## config.mk

```make
export PLATFORM = sky130hd
export DESIGN_NAME = modular_exponentiation_unit
export DESIGN_NICKNAME = d
export VERILOG_FILES = /design/src/sv/mexp_pkg.sv /design/src/sv/mexp_dp.sv /design/src/sv/mexp_ctrl.sv /design/src/sv/modular_exponentiation_unit.sv
export VERILOG_INCLUDE_DIRS = /design/src /design/src/sv
export SDC_FILE = /design/constraint.sdc
export NUM_CORES = 2
export LEC_CHECK = 0
export ABC_AREA = 1
export BUFFER_PORTS_ARGS = -buffer_cell sky130_fd_sc_hd__buf_2
export CAP_MARGIN = 20
export CORE_ASPECT_RATIO = 0.7
export CORE_UTILIZATION = 45
export CTS_CLUSTER_DIAMETER = 30
export DETAILED_ROUTE_END_ITERATION = 16
export RECOVER_POWER = 50
export SYNTH_ARGS = -nofsm -noshare
export SYNTH_HDL_FRONTEND = slang
export SYNTH_SLANG_ARGS = --single-unit
```

## constraint.sdc

```tcl
create_clock -name clk -period 10.6 [get_ports clk]
set_input_delay 1.06 -clock clk [delete_from_list [all_inputs] [get_ports clk]]
set_output_delay 1.06 -clock clk [all_outputs]
set_load 0.1 [all_outputs]
```

## src/sv/assert_macros.svh

```systemverilog
// Assertion macros shared by the modular exponentiation modules.
// The macros expect a clock named clk and an active-low reset named rst_n.
`ifndef ASSERT_MACROS_SVH
`define ASSERT_MACROS_SVH

// Same-cycle implication.
`define ASSERT_IMPL(label, ante, cons, msg) \
  label: assert property (@(posedge clk) disable iff (!rst_n) (ante) |-> (cons)) \
    else $error(msg);

// Next-cycle implication.
`define ASSERT_NEXT(label, ante, cons, msg) \
  label: assert property (@(posedge clk) disable iff (!rst_n) (ante) |=> (cons)) \
    else $error(msg);

`endif

```

## src/sv/mexp_pkg.sv

```systemverilog
// Package for the modular exponentiation unit: widths, codes and the
// command and status types shared by the controller and datapath.
`timescale 1ns / 1ps

package mexp_pkg;

  localparam int MOD_BITS  = 31;
  localparam int EXP_BITS  = 63;
  localparam int BASE_W    = 63;
  localparam int DIV_W     = 64;
  localparam int RED_STEPS = DIV_W / 2;
  localparam int CNT_W     = $clog2(RED_STEPS);
  localparam int REM_W     = MOD_BITS + 1;
  localparam int ADDR_W    = 2;
  localparam int DATA_W    = 32;

  localparam logic [MOD_BITS-1:0] MODULUS_RESET = MOD_BITS'(1000000007);
  localparam logic [ADDR_W-1:0]   ADDR_MODULUS  = ADDR_W'(0);

  typedef enum logic [2:0] {
    S_IDLE,
    S_RED,
    S_CHECK,
    S_MUL_ACC,
    S_MUL_SQ,
    S_DONE
  } mexp_state_t;

  typedef enum logic {
    TGT_BASE,
    TGT_ACC
  } mexp_tgt_t;

  typedef struct packed {
    logic      load_item;
    logic      load_prod;
    mexp_tgt_t tgt;
    logic      shift_exp;
    logic      step_red;
  } mexp_cmd_t;

  typedef struct packed {
    logic      exp_zero;
    logic      exp_lsb;
    logic      exp_rest_zero;
    logic      red_last;
    mexp_tgt_t tgt;
  } mexp_sts_t;

endpackage

```

## src/sv/mexp_dp.sv

```systemverilog
// Datapath of the modular exponentiation unit: operand registers, the shared
// multiplier and the two-bit-per-cycle remainder unit. Depends on mexp_pkg.
`timescale 1ns / 1ps
`include "assert_macros.svh"

module mexp_dp import mexp_pkg::*; (
  input  logic                clk,
  input  logic                rst_n,
  input  mexp_cmd_t           cmd,
  output mexp_sts_t           sts,
  input  logic [MOD_BITS-1:0] modulus,
  input  logic [BASE_W-1:0]   in_base,
  input  logic [BASE_W-1:0]   in_exponent,
  output logic [MOD_BITS-1:0] result
);

  logic [MOD_BITS-1:0]   m_r;
  logic [EXP_BITS-1:0]   e_r;
  logic [MOD_BITS-1:0]   b_r;
  logic [MOD_BITS-1:0]   acc_r;
  logic [DIV_W-1:0]      div_r;
  logic [REM_W-1:0]      rem_r;
  logic [CNT_W-1:0]      cnt_r;
  mexp_tgt_t             tgt_r;

  logic [MOD_BITS-1:0]   mul_a;
  logic [2*MOD_BITS-1:0] prod;
  logic [REM_W:0]        m_ext;
  logic [REM_W:0]        t1;
  logic [REM_W:0]        r1;
  logic [REM_W:0]        t2;
  logic [REM_W:0]        r2;
  logic                  red_last;

  assign mul_a = (cmd.tgt == TGT_ACC) ? acc_r : b_r;
  assign prod  = mul_a * b_r;

  assign m_ext = (REM_W + 1)'(m_r);
  assign t1    = {rem_r, div_r[DIV_W-1]};
  assign r1    = (t1 >= m_ext) ? (t1 - m_ext) : t1;
  assign t2    = {r1[REM_W-1:0], div_r[DIV_W-2]};
  assign r2    = (t2 >= m_ext) ? (t2 - m_ext) : t2;

  assign red_last = (cnt_r == CNT_W'(RED_STEPS - 1));

  always_ff @(posedge clk) begin
    if (!rst_n) begin
      cnt_r <= '0;
    end else if (cmd.load_item || cmd.load_prod) begin
      cnt_r <= '0;
    end else if (cmd.step_red) begin
      cnt_r <= cnt_r + CNT_W'(1);
    end
  end

  always_ff @(posedge clk) begin
    if (cmd.load_item) begin
      m_r   <= (modulus == '0) ? MOD_BITS'(1) : modulus;
      e_r   <= in_exponent[EXP_BITS-1:0];
      acc_r <= MOD_BITS'(1);
      div_r <= DIV_W'(in_base);
      rem_r <= '0;
      tgt_r <= TGT_BASE;
    end else if (cmd.load_prod) begin
      div_r <= DIV_W'(prod);
      rem_r <= '0;
      tgt_r <= cmd.tgt;
      if (cmd.shift_exp) begin
        e_r <= e_r >> 1;
      end
    end else if (cmd.step_red) begin
      div_r <= div_r << 2;
      rem_r <= r2[REM_W-1:0];
      if (red_last) begin
        if (tgt_r == TGT_ACC) begin
          acc_r <= r2[MOD_BITS-1:0];
        end else begin
          b_r <= r2[MOD_BITS-1:0];
        end
      end
    end
  end

  assign sts.exp_zero      = (e_r == '0);
  assign sts.exp_lsb       = e_r[0];
  assign sts.exp_rest_zero = ((e_r >> 1) == '0);
  assign sts.red_last      = red_last;
  assign sts.tgt           = tgt_r;

  assign result = acc_r;

  `ASSERT_IMPL(a_rem_below_mod, cnt_r != '0, rem_r < REM_W'(m_r), "remainder not below modulus")
  `ASSERT_IMPL(a_step_alone, cmd.step_red, !cmd.load_prod && !cmd.load_item, "step during load")

endmodule

```

## src/sv/mexp_ctrl.sv

```systemverilog
// Controller of the modular exponentiation unit: sequences the base
// reduction and the square-and-multiply steps. Depends on mexp_pkg.
`timescale 1ns / 1ps
`include "assert_macros.svh"

module mexp_ctrl import mexp_pkg::*; (
  input  logic      clk,
  input  logic      rst_n,
  input  logic      in_valid,
  output logic      in_stall,
  input  logic      out_free,
  output logic      emit,
  input  mexp_sts_t sts,
  output mexp_cmd_t cmd
);

  mexp_state_t state_r;
  mexp_state_t state_nxt;

  always_ff @(posedge clk) begin
    if (!rst_n) begin
      state_r <= S_IDLE;
    end else begin
      state_r <= state_nxt;
    end
  end

  always_comb begin
    state_nxt = state_r;
    unique case (state_r)
      S_IDLE: begin
        if (in_valid) begin
          state_nxt = S_RED;
        end
      end
      S_RED: begin
        if (sts.red_last) begin
          if (sts.tgt == TGT_ACC) begin
            state_nxt = sts.exp_rest_zero ? S_DONE : S_MUL_SQ;
          end else begin
            state_nxt = S_CHECK;
          end
        end
      end
      S_CHECK: begin
        if (sts.exp_zero) begin
          state_nxt = S_DONE;
        end else if (sts.exp_lsb) begin
          state_nxt = S_MUL_ACC;
        end else begin
          state_nxt = S_MUL_SQ;
        end
      end
      S_MUL_ACC: state_nxt = S_RED;
      S_MUL_SQ:  state_nxt = S_RED;
      S_DONE: begin
        if (out_free) begin
          state_nxt = S_IDLE;
        end
      end
      default: state_nxt = S_IDLE;
    endcase
  end

  always_comb begin
    cmd      = '0;
    cmd.tgt  = TGT_BASE;
    in_stall = 1'b1;
    emit     = 1'b0;
    unique case (state_r)
      S_IDLE: begin
        in_stall      = 1'b0;
        cmd.load_item = in_valid;
      end
      S_RED: begin
        cmd.step_red = 1'b1;
      end
      S_CHECK: begin
      end
      S_MUL_ACC: begin
        cmd.load_prod = 1'b1;
        cmd.tgt       = TGT_ACC;
      end
      S_MUL_SQ: begin
        cmd.load_prod = 1'b1;
        cmd.shift_exp = 1'b1;
      end
      S_DONE: begin
        emit = out_free;
      end
      default: begin
      end
    endcase
  end

  `ASSERT_NEXT(a_load_starts_red, cmd.load_item, state_r == S_RED, "item load did not start reduction")
  `ASSERT_IMPL(a_emit_when_free, emit, out_free && in_stall, "result emitted into a full slot")

endmodule

```

## src/sv/modular_exponentiation_unit.sv

```systemverilog
// Top level of the modular exponentiation unit: configuration register,
// output register, controller and datapath. Depends on mexp_pkg.
//
// The block computes base to the exponent modulo the modulus register,
// using right-to-left binary square-and-multiply. Each input transfer
// (in_valid high, in_stall low) carries in_base and in_exponent; each
// yields exactly one output transfer of out_result.
// Items are processed one at a time. The base is first reduced, then each
// exponent bit up to the highest set one takes a decision state, a multiply
// into the result when it is set and a squaring of the base when a higher
// bit is set. Each multiply uses the shared 31x31 multiplier and then the
// remainder unit, which retires two product bits per cycle.
// An exponent of zero returns 1. A modulus of zero acts as a modulus of 1.
// The modulus is to be written over the APB port at address 0 only while
// idle; the block itself does not enforce this.
// Reset sets the modulus to 1000000007 and empties the output register.
// A finished result waits in the output register while out_stall is high;
// the next item is taken only once that result can be handed over.
`timescale 1ns / 1ps

module modular_exponentiation_unit import mexp_pkg::*; (
  input  logic                clk,
  input  logic                rst_n,
  input  logic                in_valid,
  output logic                in_stall,
  input  logic [BASE_W-1:0]   in_base,
  input  logic [BASE_W-1:0]   in_exponent,
  output logic                out_valid,
  input  logic                out_stall,
  output logic [MOD_BITS-1:0] out_result,
  input  logic                psel,
  input  logic                penable,
  input  logic                pwrite,
  input  logic [ADDR_W-1:0]   paddr,
  input  logic [DATA_W-1:0]   pwdata,
  output logic [DATA_W-1:0]   prdata,
  output logic                pready
);

  logic [MOD_BITS-1:0] modulus_r;
  logic                out_valid_r;
  logic [MOD_BITS-1:0] out_result_r;
  logic                out_free;
  logic                emit;
  logic [MOD_BITS-1:0] result;
  mexp_cmd_t           cmd;
  mexp_sts_t           sts;

  assign pready = 1'b1;

  always_ff @(posedge clk) begin
    if (!rst_n) begin
      modulus_r <= MODULUS_RESET;
    end else if (psel && penable && pwrite && pready && (paddr == ADDR_MODULUS)) begin
      modulus_r <= pwdata[MOD_BITS-1:0];
    end
  end

  assign prdata = (paddr == ADDR_MODULUS) ? DATA_W'(modulus_r) : '0;

  assign out_free = !out_valid_r || !out_stall;

  always_ff @(posedge clk) begin
    if (!rst_n) begin
      out_valid_r <= 1'b0;
    end else if (emit) begin
      out_valid_r <= 1'b1;
    end else if (!out_stall) begin
      out_valid_r <= 1'b0;
    end
  end

  always_ff @(posedge clk) begin
    if (emit) begin
      out_result_r <= result;
    end
  end

  assign out_valid  = out_valid_r;
  assign out_result = out_result_r;

  mexp_ctrl u_ctrl (
    .clk      (clk),
    .rst_n    (rst_n),
    .in_valid (in_valid),
    .in_stall (in_stall),
    .out_free (out_free),
    .emit     (emit),
    .sts      (sts),
    .cmd      (cmd)
  );

  mexp_dp u_dp (
    .clk         (clk),
    .rst_n       (rst_n),
    .cmd         (cmd),
    .sts         (sts),
    .modulus     (modulus_r),
    .in_base     (in_base),
    .in_exponent (in_exponent),
    .result      (result)
  );

endmodule
```

==> reports/metrics.yaml <==
hold_path:
  min_from: "modulus_r[29]"
  holdPathEnd: "u_dp.m_r[29]"
  min_path_cells: 0
  hold_class: "reg2reg"
detailed_routing:
  wl_per_cell_um: 23.94
  wl_mm: 188.8
  via_count: 42870
  drcViolationCount: 0
  ant_nets: 0
  detail_route.first_pass.iterations: 6
  first_iter_violations: 4836
  via_per_inst: 5.436
floorplan:
  core_area_um2: 110500
  num_rows: 102
  die-width_um: 401.0
  die_area_um2: 112800
  start_util_pct: 45.38
  ios: 233
  chipHeight_um: 281.3
timing:
  hold_violations: 0
  rsz0062_at_grt: "false"
  max-slew-margin-rel_pct: -148.8
  period_minus_slack_ns: 9.668
  fin_setup_tns_ns: 0
  setup_violations: 0
  fin_skew_ns: 0.02435
  holdWs_ns: 0.4326
  fin_crit_sh_pct: 91.20
  fmax_ghz: 0.1034
  drv_slew: 399
  tightest_slew_ns: 3.732
setup_path:
  crit_slowest_cell: "fa_1"
  cp_num_buf_inv: 5
  regToRegSetupSlack_ns: 0.93
  critPathMostFrequentCell: "fa_1"
  r2r_start: "u_ctrl.state_r[2]"
  r2r_cells: 30
  rr_endpoint: "u_dp.div_r[50]"
  slowest_delay_ns: 0.70
  crit_required_ns: 10.92
  crit_family: "adder cells"
  startpoint_type: "register"
  cp.depth: 30
  crit_arrival_ns: 9.99
  worstPathMaxFanout: 22
  end_kind: "register"
  setup.worst_path.class: "reg2reg"
clock_network:
  cts_setup_buffers: 0
  cts_root_buf: "clkbuf_16"
  cts_inserted_buffers: 49
  post_cts_hold_buffer_count: 0
  clk_pin_slew_ns: 0.06
  clock_latency_ns: 0.60
  h-tree-depth: 2
  clockBufferDepth: 3
  cts_tree: "done"
  cts_resized: 0
  clock-sinks: 324
synthesis:
  synth_top_area_share_pct: 33.49
  synth.distinct_cells: 53
  yosysSeqAreaShare_pct: 17.30
  syn-num-nets: 7587
  synth_ff_type: "edfxtp_1"
  synth_edf_count: 219
  synth_area_um2: 50150
  ys_ff_latch: 324
  ys_async_sr_fraction_pct: 0
  ys_warn_count: 0
  synth.largest_area_cell: "fa_1"
  avgSynthCellArea_um2: 8.009
  syn_inst: 6262
  synthTopCellsByArea: "fa_1 (33%), edfxtp_1 (13%), nand2_1 (10%), inv_1 (9.4%), ha_1 (8.0%)"
final_layout:
  n_fill_cell: 10970
  drive_gt1_share_pct: 9.234
  nets: 7706
  fin_area_um2: 54570
  area_delta_synth_final_pct: 8.825
  utilization_pct: 49.38
  multi_input_area_um2: 35530
  seqCellArea_um2: 8678
global_routing:
  track_usage_pct: 33.92
  gr-total-overflow: 0
  grt_max_degree: 98
  grt_pass1_wl_mm: 279.3
  antenna_found_initial: 16
  grt_pass1_vias: 41773
flow_run:
  maxCapViolCount: 6
place:
  hpwlAfterDp_mm: 159.4
  placement.cell_area_um2: 52930
  port-buffer-count: 229
  gp_congestion: 1.039
status:
  status: "complete, but fails checks"
  violations: "max-capacitance violations, max-slew violations"
per-stage QoR:
stage / cells / setup slack (ns)
after floorplan: 6262 / 3.094
after global placement: 7786 / 1.168
after detailed placement: 7786 / 1.191
final: 7886 / 0.9324
after global routing: 7883 / 0.5703
after CTS: 7878 / 1.141
synthesized netlist by cell type (all sizes together) (39+ instances only):
cell type / count
nand2: 1392
inv: 1277
nor2: 871
fa: 839
ha: 319
nand3: 231
clkbuf: 226
edfxtp: 219
a21oi: 209
o21ai: 181
dfxtp: 105
buf: 55
xor2: 46
nand4: 40
o211ai: 39
placed cells by master, fill, tap and decap left out, types with 9 or more instances in the layout:
cell,netlist,layout
o21bai_1,27,27
nand2_1,1349,1349
o21ai_2,15,15
nor3_1,33,34
nor2_1,860,857
o21a_1,17,17
clkbuf_1,226,17
nand4_1,40,40
nor4_1,16,16
nand3_1,192,192
a31oi_1,14,14
or2_2,11,11
clkinv_1,9,9
nand2_2,11,11
buf_4,6,111
inv_2,21,23
a21oi_2,11,12
a21oi_1,198,192
o21ai_1,7,10
nand2_4,31,31
o21ai_0,159,153
buf_2,35,226
fa_1,839,839
nand3_2,38,38
a21o_1,11,11
o211ai_1,39,39
xnor2_1,32,32
clkbuf_16,0,49
ha_1,319,319
xor2_1,46,46
edfxtp_1,219,219
dfxtp_1,105,105
inv_1,1256,1254
metal layers:
layer / track usage, % / share of wire, % / routed length (um) / vias to the layer above
met4: 6.484 / 2.2 / 4132 / 12
met2: 43.25 / 37 / 69160 / 2314
met1: 52.84 / 47 / 88190 / 21192
li1: - / - / - / 19148
met5: 0 / 0.043 / 81 / -
met3: 13.38 / 14 / 27210 / 204
worst max-delay path by stage:
stage          slack [ns]             end         startpoint
5_1_grt              0.57  u_dp.div_r[50]  u_ctrl.state_r[2]
6_report             0.93  u_dp.div_r[50]  u_ctrl.state_r[2]
3_3_place_gp         1.17  u_dp.div_r[50]  u_ctrl.state_r[2]
3_5_place_dp         1.19  u_dp.div_r[50]  u_ctrl.state_r[2]
2_1_floorplan        3.09  u_dp.div_r[38]  u_ctrl.state_r[2]
4_1_cts              1.14  u_dp.div_r[50]  u_ctrl.state_r[2]
flip-flops by register name (all words and copies together), names as in the netlist:
name and flops:
modulus_r 31, out_result 31, out_valid 1, u_ctrl.state_r 3
u_dp.b_r 31, u_dp.cnt_r 5, u_dp.div_r 64, u_dp.e_r 63
u_dp.m_r 31, u_dp.rem_r 32, u_dp.result 31, u_dp.tgt_r 1
cells by family (layout without fill, tap and decap cells):
| family | Yosys count | in the layout | synth area share (%) |
|---|---|---|---|
| fa+ha+maj | 1158 | 1158 | 41.45 |
| compound gates | 526 | 526 | 6.120 |
| other cells | 2 | 10 | 0.01498 |
| simple gates | 2607 | 2607 | 21.70 |
| flops | 324 | 324 | 17.30 |
| buf+inv | 1567 | 1727 | 12.05 |
| xor+xnor | 78 | 78 | 1.362 |
cell type report:
type	instances	share of cell area [%]
inverters	1286	8.845
repair buffers	349	3.712
clock buffers	60	2.414
diodes	8	0.03668
multi-input cells	4371	65.11
clock inverters	32	0.6419
well taps	1456	3.338
flip-flops and latches	324	15.90
Power is left out: the tool's default activity adds up to more than one toggle a clock period on the data nets, which glitch-free logic cannot reach.
